===== src/rtl/touch_hold_repeat_tracker_defines.svh =====
// Assertion macros shared by the touch hold repeat tracker RTL.
// Expects a clock named clk and an active-low reset named arst_n in scope.
`ifndef TOUCH_HOLD_REPEAT_TRACKER_DEFINES_SVH
`define TOUCH_HOLD_REPEAT_TRACKER_DEFINES_SVH

// Same-cycle implication, disabled in reset.
`define THR_ASSERT_IMPLY(lbl, ante, cons, msg) \
	lbl: assert property (@(posedge clk) disable iff (!arst_n) (ante) |-> (cons)) \
		else $error(msg);

// Next-cycle implication, disabled in reset.
`define THR_ASSERT_NEXT(lbl, ante, cons, msg) \
	lbl: assert property (@(posedge clk) disable iff (!arst_n) (ante) |=> (cons)) \
		else $error(msg);

`endif


===== src/rtl/thr_pkg.sv =====
// Package for the touch hold repeat tracker: widths, register map, types.
// No dependencies; imported by every other RTL file except the defines header.
package thr_pkg;

	localparam int SENSORS   = 3;
	localparam int PIN_W     = 3;
	localparam int SIDX_W    = 2;
	localparam int DUR_W     = 32;
	localparam int IVL_W     = 16;
	localparam int BEEP_W    = 8;
	localparam int STEP_W    = $clog2(DUR_W);
	localparam int PADDR_W   = 3;
	localparam int PDATA_W   = 32;
	localparam int REG_IDX_W = PADDR_W - 2;

	localparam logic [REG_IDX_W-1:0] REG_BEEP_INTERVAL = '0;
	localparam logic [IVL_W-1:0]     BEEP_INTERVAL_RST = IVL_W'(1000);
	localparam logic [BEEP_W-1:0]    BEEP_MAX          = '1;
	localparam logic [SIDX_W-1:0]    LAST_SENSOR       = SIDX_W'(SENSORS - 1);

	typedef enum logic [2:0] {
		ST_IDLE,
		ST_EVAL,
		ST_DIV,
		ST_BEEP,
		ST_EMIT
	} thr_state_t;

	typedef struct packed {
		logic             start;
		logic [DUR_W-1:0] dividend;
		logic [IVL_W-1:0] divisor;
	} thr_div_req_t;

	typedef struct packed {
		logic             done;
		logic [DUR_W-1:0] quotient;
	} thr_div_rsp_t;

endpackage


===== src/rtl/thr_div.sv =====
// Bit-serial restoring divider: one quotient bit per cycle over the DUR_W dividend bits.
// Depends on thr_pkg.
module thr_div
	import thr_pkg::*;
(
	input  logic         clk,
	input  logic         arst_n,
	input  thr_div_req_t req,
	output thr_div_rsp_t rsp
);

	logic              busy_q;
	logic              done_q;
	logic [STEP_W-1:0] step_q;
	logic [DUR_W-1:0]  quo_q;
	logic [IVL_W-1:0]  rem_q;
	logic [IVL_W-1:0]  dvs_q;

	logic [IVL_W:0]    shifted;
	logic              fits;
	logic [IVL_W:0]    diff;

	// Bring down the next dividend bit and try the subtraction.
	always_comb begin
		shifted = {rem_q, quo_q[DUR_W-1]};
		fits    = shifted >= {1'b0, dvs_q};
		diff    = shifted - {1'b0, dvs_q};
	end

	always_ff @(posedge clk or negedge arst_n) begin
		if (!arst_n) begin
			busy_q <= 1'b0;
			done_q <= 1'b0;
			step_q <= '0;
		end else begin
			done_q <= busy_q && (step_q == STEP_W'(DUR_W - 1));
			if (req.start) begin
				busy_q <= 1'b1;
				step_q <= '0;
			end else if (busy_q) begin
				step_q <= step_q + 1'b1;
				if (step_q == STEP_W'(DUR_W - 1)) begin
					busy_q <= 1'b0;
				end
			end
		end
	end

	always_ff @(posedge clk) begin
		if (req.start) begin
			quo_q <= req.dividend;
			rem_q <= '0;
			dvs_q <= req.divisor;
		end else if (busy_q) begin
			quo_q <= {quo_q[DUR_W-2:0], fits};
			rem_q <= fits ? diff[IVL_W-1:0] : shifted[IVL_W-1:0];
		end
	end

	assign rsp.done     = done_q;
	assign rsp.quotient = quo_q;

endmodule


===== config.mk =====
export PLATFORM = sky130hd
export DESIGN_NAME = thr_div
export DESIGN_NICKNAME = d
export VERILOG_FILES = /design/src/rtl/touch_hold_repeat_tracker_defines.svh /design/src/rtl/thr_pkg.sv /design/src/rtl/thr_div.sv
export SDC_FILE = /design/constraint.sdc
export NUM_CORES = 1
export LEC_CHECK = 0
export ABC_AREA = 1
export BUFFER_PORTS_ARGS = -buffer_cell sky130_fd_sc_hd__buf_2
export CAP_MARGIN = 20
export CORE_AREA = 2 2 95 116
export CTS_CLUSTER_DIAMETER = 60
export DETAILED_ROUTE_END_ITERATION = 8
export DIE_AREA = 0 0 97 118
export MAX_ROUTING_LAYER = met4
export SYNTH_ARGS = -nofsm -noshare
export SYNTH_HDL_FRONTEND = slang
export SYNTH_SLANG_ARGS = --single-unit

===== constraint.sdc =====
create_clock -name clk -period 5.5 [get_ports clk]
set_input_delay 1.1 -clock clk [delete_from_list [all_inputs] [get_ports clk]]
set_output_delay 1.1 -clock clk [all_outputs]
set_load 0.1 [all_outputs]

==> results of run 1 <==
-- cells in the mapped netlist (all sizes together) --
| library cell | number | area (µm²) |
|---|---|---|
| nor4 | 1 | 6.26 |
| a21oi | 9 | 45.0 |
| fa | 1 | 20.0 |
| ha | 18 | 225 |
| inv | 66 | 248 |
| a22o | 1 | 8.76 |
| dfxtp | 16 | 320 |
| o21ai | 3 | 15.0 |
| xor2 | 2 | 17.5 |
| nand3b | 20 | 150 |
| xnor2 | 5 | 43.8 |
| edfxtp | 48 | 1440 |
| o21a | 1 | 7.51 |
| buf | 6 | 56.3 |
| nand4 | 1 | 6.26 |
| nand3 | 25 | 135 |
| clkinv | 1 | 3.75 |
| or2 | 1 | 8.76 |
| nand2 | 233 | 951 |
| nor3 | 9 | 45.0 |
| clkbuf | 7 | 26.3 |
| dfrtp | 7 | 175 |
| a31oi | 2 | 12.5 |
| nor2 | 16 | 72.6 |
-- routing by layer --
layer  part of all wire, %  up-vias  track usage (%)
li1                      -     1738                -
met1                    45     1516             20.1
met2                    47       98             27.7
met3                   6.4       11             5.34
met4                   1.4        0             5.37
met5                     0        -                -
-- sequential cells by signal (all words and copies together), names as in the netlist --
register / cells
busy_q: 1
done_q: 1
dvs_q: 16
quo_q: 32
rem_q: 16
step_q: 5
-- kinds of logic (layout without fill, tap and decap cells) --
family                     after synthesis  count (layout)  synth area share, %
xor gates and xnor gates                 7               7                 1.52
and+or+nand+nor                        306             306                 34.0
buffers and inverters                   80             169                 8.27
DFF                                     71              71                 47.9
adders and majority gates               19              19                 6.07
AOI/OAI and AO/OA                       16              16                 2.20
-- metrics by stage --
| stage | hold WS, ps | instances | utilization (%) | area [µm²] |
|---|---|---|---|---|
| 6_report | 466 | 717 | 47.3 | 4880 |
| 5_1_grt | 492 | 717 | 47.3 | 4880 |
| 4_1_cts | 470 | 717 | 47.3 | 4880 |
| 3_5_place_dp | 459 | 701 | 44.2 | 4560 |
| 3_3_place_gp | 456 | 701 | 44.2 | 4560 |
| 2_1_floorplan | 444 | 499 | - | 4040 |
-- cells in the final DEF (no fill, tap or decap), drive strengths merged --
cell type	instances
or2	1
bufinv	2
buf	86
clkinvlp	1
nand4	1
inv	67
o21a	1
nand3b	20
a21oi	9
dfrtp	7
nor3	9
o21ai	3
dfxtp	16
a22o	1
nor4	1
nand2	233
xnor2	5
clkinv	3
xor2	2
ha	18
a31oi	2
edfxtp	48
clkbuf	10
nor2	16
nand3	25
fa	1
-- worst paths after layout --
path / start / endpoint
max: req[48] / quo_q[0]
min: rem_q[2] / rem_q[2]
max reg2reg: rem_q[13] / rem_q[11]
min reg2reg: rem_q[2] / rem_q[2]
max in group asynchronous: arst_n / step_q[4]
min in group asynchronous: arst_n / step_q[0]
-- critical path, stage by stage --
cell and delay, ps:
buf_2 100, clkinv_1 730, nor2_1 320, a31oi_1 70
-- where the power goes --
part	switching, mW	internal [mW]	leakage, nW
registers	0.0608	0.669	0.730
logic	0.720	0.350	1.71
clock network	0.234	0.400	0.153
total	1.01	1.42	2.59
-- final cells by class --
class                           count  area [µm²]  share of cell area, %
Sequential cell                    71        1940                   39.7
Multi-Input combinational cell    348        1770                   36.3
Clock buffer                       10         229                   4.69
Tap cell                          129         161                   3.31
Timing Repair Buffer               86         438                   8.97
Inverter                           67         251                   5.15
Clock inverter                      6        93.8                   1.92
==> impl.org, run 1 <==
** Outcome
- The flow ran to the end, and the final reports show no timing, DRC or antenna violations.

** Job
- Across the run, the number of max-cap violations was 0.

** Floorplan
- Vertical die dimension :: 118 µm
- Die X-Extent :: 97 µm
- In this run the standard cell core region covers 0.0103 mm².
- The initialized floorplan defines 41 standard-cell rows.
- The initial utilization of the core area, before any placement, comes to 39.2%.
- The die covers 0.0114 mm².
- 84 I/O pins were placed.

** Synth
- Number of synthesis warnings :: 0
- Share of synthesized area occupied by flip-flops and latches :: 47.9%
- Post-synthesis cell area :: 0.00404 mm²
- #FFs+latches synth :: 71
- The average instance in the mapped netlist occupies 8.10 µm².
- In this run, distinct cell masters in the synthesized netlist total 34.
- Synthesis produced a netlist with a net count of 569.
- Synthesis handed over a netlist of 499 instances.

** STA
- Max-Slew Margin vs Limit :: 35.4%
- Worst path setup slack after routing :: 3220 ps
- Worst-margin pin slew :: 964 ps
- Final Hold Vio Count :: 0
- Worst clock skew :: 7.19 ps
- The routed design could run at a clock period as short as 2290 ps.
- Of the available clock period, the critical path in the final layout requires 41.5%.
- Final setup violation count :: 0
- Setup TNS :: 0 ps
- Pins over their slew limit :: 0
- For this run, the top clock speed supported by timing is 0.438 GHz.
- Unrepaired setup endpoints after global routing :: no

** Clock network
- After clock tree synthesis, the repair step resized 0 gates.
- CTS built an H-tree with a depth of 3.
- Sink Count :: 71
- Clock-pin slew was measured on the worst setup and hold paths at 60 ps.
- Clock Path Buffers :: 2
- Buffers inserted during clock tree synthesis total 9.
- TritonCTS built the clock tree.
- Clock Root Buffer :: clkbuf_16
- Hold-fix buffer count after cts :: 0
- The clock reaches the later pin of the worst-skew pair after 340 ps.
- After clock tree synthesis, the setup repair step added 0 buffers.

** Cells and area
- Fraction of final layout cells sized beyond drive strength 1 :: 21.4%
- Final net count :: 653
- Fill cells in the final layout number 1019.
- Number of diodes :: 0
- Signed area change from the synthesized netlist to the final layout :: 20.8%

** Global route
- Global-route wire length before repair :: 15500 µm
- The number of global-route vias before repair is 3419.
- GRT Residual Overflow :: 0
- Maximum number of pins on one net before global-route repair :: 53
- Overall Global Routing Usage :: 17.0%
- The initial antenna violation count was 0.

** Routing
- In the routed design, unresolved DRC markers number 0.
- Antenna viol nets, final :: 0
- Length of the first detailed-routing pass in iterations :: 4
- The first routing iteration left 133 violations.
- Number of vias per cell after detailed routing :: 4.69
- Routed WL per cell :: 12.5 µm
- Across all layers, the routed design uses 3363 vias.
- Post-Route WL :: 8970 µm

** Power and ir drop
- Summing internal, switching and leakage power gives 2.43 mW.
- Power density over cell area :: 499 mW/mm²
- Leakage power :: 2.59 nW
- VDD sags by at most 0.237 mV.

** Worst hold path
- Path type of the worst min-delay path :: reg2reg
- Number of stages on the worst hold path :: 2

** Worst setup path
- The worst setup path is captured at a flop.
- Type of origin of the critical path :: primary input
- Arrival time worst endpoint :: 2340 ps
- At the worst endpoint, the required time is 5550 ps.
- Setup slack on the worst reg-to-reg path comes out at 3290 ps.
- Of all nets on the critical path, the largest fanout is 34.
- The worst register-to-register path has a depth of 9.
- The setup path with the least slack is of type in2reg.

** Placement
- Post-placement setup slack :: 2840 ps
- In this run the tool buffered the top-level ports with 83 buffer cells.
- Detailed placement HPWL :: 6390 µm
- The congestion estimate from routability-driven global placement came to 0.822.
Note: power is estimated with default switching activity, not from simulation.
==> run 2: changes to the inputs <==
--- a/config.mk
+++ b/config.mk
@@ -5,13 +5,13 @@
 export SDC_FILE = /design/constraint.sdc
 export NUM_CORES = 1
 export LEC_CHECK = 0
-export ABC_AREA = 1
+export ABC_AREA = 0
 export BUFFER_PORTS_ARGS = -buffer_cell sky130_fd_sc_hd__buf_2
 export CAP_MARGIN = 20
-export CORE_AREA = 2 2 95 116
+export CORE_AREA = 2 2 94 114
 export CTS_CLUSTER_DIAMETER = 60
 export DETAILED_ROUTE_END_ITERATION = 8
-export DIE_AREA = 0 0 97 118
+export DIE_AREA = 0 0 96 116
 export MAX_ROUTING_LAYER = met4
 export SYNTH_ARGS = -nofsm -noshare
 export SYNTH_HDL_FRONTEND = slang
==> constraint.sdc (replaced) <==
create_clock -name clk -period 2.36 [get_ports clk]
set_input_delay 0.472 -clock clk [delete_from_list [all_inputs] [get_ports clk]]
set_output_delay 0.472 -clock clk [all_outputs]
set_load 0.1 [all_outputs]
==> impl.org, run 2 <==
** Outcome
- Status :: finished with violations
- The final reports fail on setup timing.

** Clock network
- In this run the number of H-tree levels came out at 3.
- CTS Buf Count :: 9
- Worst skew pair latency :: 330 ps
- Clock Path Buffers :: 2
- Sink Count :: 71
- Clock Root Buffer :: clkbuf_16
- CTS tree :: built
- Clock transition at the register clock pins on the worst setup and hold paths after CTS :: 60 ps

** STA
- The hold violation total from the final report came to 0.
- Final critical delay including setup and external delays :: 2380 ps
- Maximum achievable frequency :: 0.421 GHz
- The number of max-slew violations in the final report came to 0.
- In the post-route analysis, the smallest setup slack over all paths is -16.8 ps.
- Unrepaired setup endpoints after global routing :: yes
- At the pin with the least slew margin, the transition time is 543 ps.
- Setup violations remaining at the end of the flow were counted as 1.
- Max-Slew Margin vs Limit :: 63.4%
- The final critical path takes up 101% of the cycle.
- Worst clock skew :: 6.37 ps

** Power and ir drop
- Summed over all nets, the switching power comes to 2.31 mW.
- Power density over cell area :: 1110 mW/mm²
- Across the VDD grid, the largest voltage drop is 0.465 mV.
- Part of the total power dissipated in combinational logic :: 46.2%
- Sequential cell fraction of total power :: 29.9%
- The clock network accounts for 23.9% of the total power.
- Summed over all cells, the static leakage comes to 2.25 nW.
- Sw frac :: 40.2%
- Internal :: 3.42 mW

** Worst setup path
- The worst setup path is captured at a flop.
- Worst reg2reg startpoint :: quo_q[31]
- STA puts the critical path data required time at 2550 ps.
- The worst register-to-register path has a depth of 11.
- Critical path class :: reg2reg
- The endpoint identified for the worst register-to-register timing path is rem_q[10].
- Critical Path Fanout Max :: 3
- STA classifies the critical path startpoint as a flop.
- The critical path starts at quo_q[31].
- Data on the critical path arrives at its endpoint at 2570 ps.
- Reg2reg setup slack :: -20 ps

** Floorplan
- Once the floorplan was initialized, standard cells occupied 39.5% of the core.
- The floorplan step set the die height to 116 µm.
- The floorplan step defined a core boundary enclosing 0.00996 mm².
- Die X-Extent :: 96 µm
- 84 I/O pins were placed.
- The floorplan has 40 rows.
- Die area :: 0.0111 mm²

** Synth
- Top_reg_cell synth :: edfxtp_1
- Sorting the synthesized cells by area gives the leading types as edfxtp_1 37%, mux2_2 9.2%, dfxtp_1 8.1%.
- Cell variety after synth :: 62
- After synthesis, the largest family of logic cells by area is compound AO/OA/AOI/OAI gates.
- Of all flip-flops after synthesis, the portion carrying an async set or reset was 9.86%.
- Summing the areas of all and, or, nand and nor instances in the mapped netlist gives 13.1% of the synthesized area.
- Nets in the synthesized netlist :: 424
- By count the netlist is led by 48 x edfxtp_1, 32 x mux2_2, 25 x nor2_1.
- During synthesis, Yosys emitted a total of 0 warnings.
- Top cell type's share of synthesized area :: 36.6%
- The synthesized netlist devotes 14.8% of its cell area to compound gates.
- Number of flops mapped to enable cells by yosys :: 48
- Post-synthesis cell area :: 0.00394 mm²
- The synthesized design spends more area on one cell type than any other, namely edfxtp_1.
- Synthesis produced 354 cells.
- The synthesized netlist devotes 2.45% of its cell area to XOR and XNOR gates.
- Mean instance size in the synthesized netlist :: 11.1 µm²
- #FFs+latches synth :: 71
- edfxtp_1 is the most common cell in the netlist.
- Adder-cell share of the synthesized area :: 6.23%
- Share of cell area taken by muxes after synthesis :: 9.92%
- Sequential cells were found to cover 49.2% of the synthesized design area.

** Routing
- The first routing iteration left 174 violations.
- After detailed routing, the average wire length per cell comes to 16.4 µm.
- Detailed routing inserted a total of 3260 vias.
- Antenna viol nets, final :: 0
- DR DRC count :: 0
- The pre-antenna-repair detailed-routing pass consisted of 4 iterations.
- After detailed routing, the total wire length is 9780 µm.
- Number of vias per cell after detailed routing :: 5.46

** Cells and area
- In the final layout, the share of cells above drive strength 1 is 41.8%.
- Most frequent standard cell in the layout excluding fill and tap cells :: buf_2
- Finished Layout Cells :: 597
- Leading cell types in the layout, fill and taps excluded :: 83 x buf_2, 48 x edfxtp_1, 36 x buf_4, 31 x mux2_2, 25 x nor2_1
- Number of diodes :: 0
- Number of flip-flops under the largest register name :: 32
- After the last flow step, the layout net total stands at 536.
- From synthesis to final layout, the design area changed by 30.8%.
- The register with the most flip-flops in the final layout is quo_q.
- The largest registers in the layout are quo_q: 32 flops, dvs_q: 16 flops, rem_q: 16 flops.

** Global route
- Overall Global Routing Usage :: 19.0%
- Maximum number of pins on one net before global-route repair :: 35
- GRT Residual Overflow :: 0
- Initial antenna violation count :: 0
- Number of global-route vias before repair :: 3266
- The first global-routing pass estimated 15600 µm of wire.

** Placement
- Routability-driven placement finished with a final weighted congestion of 0.892.
- DP Cell Count :: 572
- Detailed placement HPWL :: 7030 µm
- Count of input and output buffers :: 83
- Post-placement setup slack :: -6.47 ps

** Job
- Max cap viols :: 0

** Worst hold path
- Number of stages on the worst hold path :: 1
- The path with the worst hold slack has its endpoint at dvs_q[11].
- The path class of the tightest hold or removal check is in2reg.
- In this run the most critical hold path is launched from req[11].
==> run 2: worst max-delay path by stage <==
stage / depth (start not counted) / slack, ps / to
after floorplan: 10 / -420 / rem_q[14]
after global placement: 10 / 40 / rem_q[14]
after detailed placement: 11 / -6 / rem_q[12]
after CTS: 10 / -50 / rem_q[14]
after global routing: 11 / -90 / rem_q[12]
final: 11 / -20 / rem_q[10]
==> run 2: cells by family after synthesis <==
kind of cell	Yosys count
flip-flops	71
AO/OA/AOI/OAI	79
multiplexers	35
buffers and inverters	40
adder cells (fa/ha/maj)	19
AND/OR/NAND/NOR	99
XOR/XNOR	11
==> run 2: layout make-up <==
| type | count | area (µm²) |
|---|---|---|
| clock buffers | 10 | 229 |
| repair buffers | 121 | 716 |
| flip-flops and latches | 71 | 1940 |
| multi-input cells | 243 | 1960 |
| clock inverters | 6 | 68.8 |
| fillers | 921 | 4810 |
| inverters | 20 | 75.1 |
| well taps | 126 | 158 |
==> run 2: per-layer routing <==
metal  vias up  global-route usage [%]  part of all wire [%]
met4         0                    9.14                   2.2
met3        16                    4.03                   4.9
li1       1574                       -                     -
met1      1577                    23.6                    43
met5         -                       -                     0
met2        93                    29.4                    50
==> run 2: critical path: stages (launching register included) <==
cell	delay [ps]
edfxtp_1	390
inv_2	90
ha_4	130
inv_2	30
fa_2	360
a21o_1	180
a311o_1	280
buf_4	160
nand4_1	60
or3b_4	380
o21ai_2	70
a311oi_2	110
==> run 2: metrics by stage <==
| stage | hold WS [ps] | instance area [µm²] | util (%) | power (mW) | TNS, ps |
|---|---|---|---|---|---|
| floorplan | 176 | 3990 | - | 3.53 | -1890 |
| CTS | 295 | 5020 | 50.4 | 5.58 | -84.6 |
| global placement | 310 | 4700 | 47.1 | 4.13 | 0 |
| finish | 310 | 5150 | 51.7 | 5.73 | -16.8 |
| global route | 296 | 5150 | 51.7 | 6.03 | -383 |
| detailed placement | 316 | 4700 | 47.1 | 4.16 | -6.47 |
==> run 2: repair_timing <==
| item | CTS | global route |
|---|---|---|
| pin swaps | 5 | 10 |
| hold endpoints to repair | 7 | 0 |
| endpoints found under the setup margin | 2 | 16 |
| hold buffers | 1 | 0 |
| buffers inserted | 2 | 6 |
| gates cloned | 0 | 0 |
| resized for setup | 0 | 15 |
==> run 2: power groups by stage <==
stage / registers, mW / clock network (mW) / logic (mW)
after floorplan: 2.17 / 0 / 1.36
after global placement: 1.72 / 0 / 2.41
after detailed placement: 1.72 / 0 / 2.44
after CTS: 1.70 / 1.40 / 2.47
after global routing: 1.74 / 1.44 / 2.85
final: 1.71 / 1.37 / 2.65
==> run 3: changes to the inputs <==
--- a/config.mk
+++ b/config.mk
@@ -7,12 +7,13 @@
 export LEC_CHECK = 0
 export ABC_AREA = 0
 export BUFFER_PORTS_ARGS = -buffer_cell sky130_fd_sc_hd__buf_2
-export CAP_MARGIN = 20
+export CAP_MARGIN = 10
 export CORE_AREA = 2 2 94 114
 export CTS_CLUSTER_DIAMETER = 60
 export DETAILED_ROUTE_END_ITERATION = 8
 export DIE_AREA = 0 0 96 116
 export MAX_ROUTING_LAYER = met4
+export RECOVER_POWER = 100
 export SYNTH_ARGS = -nofsm -noshare
 export SYNTH_HDL_FRONTEND = slang
 export SYNTH_SLANG_ARGS = --single-unit
==> constraint.sdc (replaced) <==
create_clock -name clk -period 2.3 [get_ports clk]
set_input_delay 0.46 -clock clk [delete_from_list [all_inputs] [get_ports clk]]
set_output_delay 0.46 -clock clk [all_outputs]
set_load 0.1 [all_outputs]
==> impl.org, run 3 (same netlist as run 2, synthesis figures left out) <==
** Clock network
- Sink Count :: 71
- Worst skew pair latency :: 340 ps
- CTS tree :: built
- The clock tree synthesis step divided the H-tree into 3 levels.
- CTS Buf Count :: 9
- Clock transition at the register clock pins on the worst setup and hold paths after CTS :: 60 ps
- Clock Root Buffer :: clkbuf_16
- Clock Path Buffers :: 2

** Power and ir drop
- Combinational logic is responsible for 49.5% of the overall power.
- Clock network fraction of design power :: 22.3%
- Leakage power :: 2.29 nW
- Total power for the finished layout comes to 6.21 mW.
- Power density over cell area :: 1150 mW/mm²
- Largest vdd supply drop :: 0.476 mV
- Cell internal power was estimated by the tool at 3.73 mW.
- Sw frac :: 39.9%
- In this run the power spent charging and discharging nets is 2.48 mW.
- Sequential cells burn 28.2% of the power.

** Cells and area
- Number of diodes :: 0
- Fill cell count :: 893
- Sequential cell area :: 0.00194 mm²
- Final net count :: 559
- The largest registers in the layout are quo_q: 32 flops, dvs_q: 16 flops, rem_q: 16 flops.
- Fraction of final layout cells sized beyond drive strength 1 :: 39.9%
- Summing all non-filler instances in the final layout gives an area of 0.00538 mm².
- In the final layout, the multi-input gates occupy 0.00207 mm².
- In the layout the commonest cells are 50 x buf_4, 49 x buf_2, 48 x edfxtp_1, 36 x clkbuf_1, 31 x mux2_2.
- Signed area change from the synthesized netlist to the final layout :: 36.8%
- Number of flip-flops under the largest register name :: 32
- More flip-flops sit in one register than any other, and that register is quo_q.
- Leaving out fill and tap cells, the most frequent cell in the layout is buf_4.

** Placement
- Input and output buffers added on the ports amount to 83.
- Placed cell areas :: 0.00485 mm²
- The wire-length estimate of the detail-placed layout is 7280 µm.
- Timing analysis after detailed placement gives a worst setup slack of -203 ps.
- Final estimated routing congestion in global placement :: 0.840

** Global route
- The initial antenna violation count is 0.
- For this run, the total global-route usage over all layers was measured as 19.8%.
- GRT Residual Overflow :: 0
- Entering global routing, the biggest net connects 35 pins.
- Global-route wire length before repair :: 16200 µm
- The number of global-route vias before repair was 3314.

** STA
- For the pin with the worst max-slew slack, the measured transition is 1550 ps.
- Setup repair after global routing could not meet its margin everywhere.
- Headroom to the max-slew limit came out at -3.65%.
- Final Hold Vio Count :: 0
- Across all setup checks in the final design, the least slack found is -204 ps.
- Final setup violation count :: 5
- Final critical delay including setup and external delays :: 2500 ps
- Final critical-path share of the clock period :: 109%
- Clock skew on the completed layout was measured at 7.64 ps.
- Pins over their slew limit :: 31
- Based on the critical path, the design can be clocked at up to 0.399 GHz.

** Routing
- DR DRC count :: 0
- After the first detailed-routing iteration, the DRC count stood at 208.
- Summing over every cut layer, the via total after detailed routing is 3407.
- The final layout contains routed wiring with a total length of 10200 µm.
- After detailed routing, the average wire length per cell comes to 16.5 µm.
- Number of vias per cell after detailed routing :: 5.50
- Once detail routing completed, the nets flagged for antenna violations numbered 0.
- Length of the first detailed-routing pass in iterations :: 5

** Outcome
- The final reports fail on capacitance limit, slew limit, setup timing.
- Status :: finished with violations

** Worst setup path
- Along the worst path, the maximum fanout reaches 2.
- Setup crit end kind :: flop
- The critical path is of the reg2reg type.
- Data arrives at the worst endpoint at 2700 ps.
- For the worst setup path, the data required time is 2490 ps.
- In this design, the stage delay of the slowest critical-path cell is 400 ps.
- The worst setup path is launched from a flop.
- The signal on the critical path passes through inv_2 > ha_4 > inv_2 > fa_2 > a21o_1 > a311o_1 > and4_1 > or3_1 > o211ai_1 > a311oi_1.
- Master of the slowest instance on the critical path :: edfxtp_1
- In this design, the critical path's most frequently occurring cell is inv_2.

** Floorplan
- In this run the vertical extent of the chip is 116 µm.
- For this configuration, the core starts out at a cell density of 39.5%.
- Pin placement for this block handled 84 I/O pins.
- The floorplan has 40 rows.
- Die area :: 0.0111 mm²
- The region available for standard cell placement spans 0.00996 mm².
- Measured along the x axis, the die boundary spans 96 µm.

** Job
- Max cap viols :: 1

** Worst hold path
- Path type of the worst min-delay path :: in2reg
run 3: cell types whose count changed in the layout (fill, tap and decap cells not counted), sizes merged:
cell,previous run,this run
buf,120,106
bufinv,1,0
clkbuf,10,51
clkinv,4,2
clkinvlp,1,0
run 3: worst max-delay path: cells and delay by family (launching register included):
| family | cells | cell delay [ps] |
|---|---|---|
| AOI/OAI and AO/OA | 4 | 800 |
| and+or+nand+nor | 2 | 530 |
| adders and majority gates | 2 | 490 |
| DFF | 1 | 400 |
| buffers and inverters | 2 | 130 |
run 3: power by group through the flow:
stage | registers, mW | logic (mW) | clock network, mW
floorplan | 2.22 | 1.40 | 0
global placement | 1.76 | 2.71 | 0
detailed placement | 1.76 | 2.72 | 0
CTS | 1.74 | 2.92 | 1.42
global route | 1.78 | 3.28 | 1.47
finish | 1.75 | 3.07 | 1.39
run 3: area by class of cell:
class	count	share of cell area, %
clock inverters	2	0.209
clock buffers	14	5.32
well taps	126	2.93
inverters	20	1.39
multi-input cells	243	38.4
flip-flops and latches	71	36.0
repair buffers	144	15.8
run 3: timing repair:
| action | CTS | global route |
|---|---|---|
| setup buffers | 4 | 5 |
| endpoints found under the hold margin | 7 | 0 |
| pin swaps | 11 | 18 |
| setup endpoints to repair | 13 | 16 |
| resized for setup | 18 | 18 |
| hold buffers | 1 | 0 |
run 3: worst paths after layout:
path                           start   endpoint  slack, ps  cells after the start
max in group asynchronous     arst_n  step_q[1]       1500                      2
hold / removal                req[1]   dvs_q[1]        290                      1
setup reg to reg           quo_q[31]  rem_q[14]       -200                     10
min in group asynchronous     arst_n  step_q[3]        540                      2
setup / recovery           quo_q[31]  rem_q[14]       -200                     10
hold reg to reg            rem_q[14]  rem_q[14]        500                      2
run 3: per-layer routing:
layer / up-vias / share of wire (%) / GRT usage [%] / wire [µm]
li1: 1624 / - / - / -
met1: 1660 / 43 / 24.0 / 4390
met2: 99 / 50 / 32.0 / 5120
met3: 24 / 3.8 / 2.80 / 391
met4: 0 / 3.2 / 10.3 / 323
met5: - / 0 / - / 0
run 3: through the flow:
stage / utilization [%] / hold slack, ps / TNS [ps] / std cells
global placement: 48.7 / 298 / -493 / 594
global route: 54.1 / 288 / -2180 / 620
CTS: 53.3 / 285 / -599 / 615
detailed placement: 48.7 / 303 / -599 / 594
floorplan: - / 164 / -2810 / 354
finish: 54.1 / 294 / -688 / 620
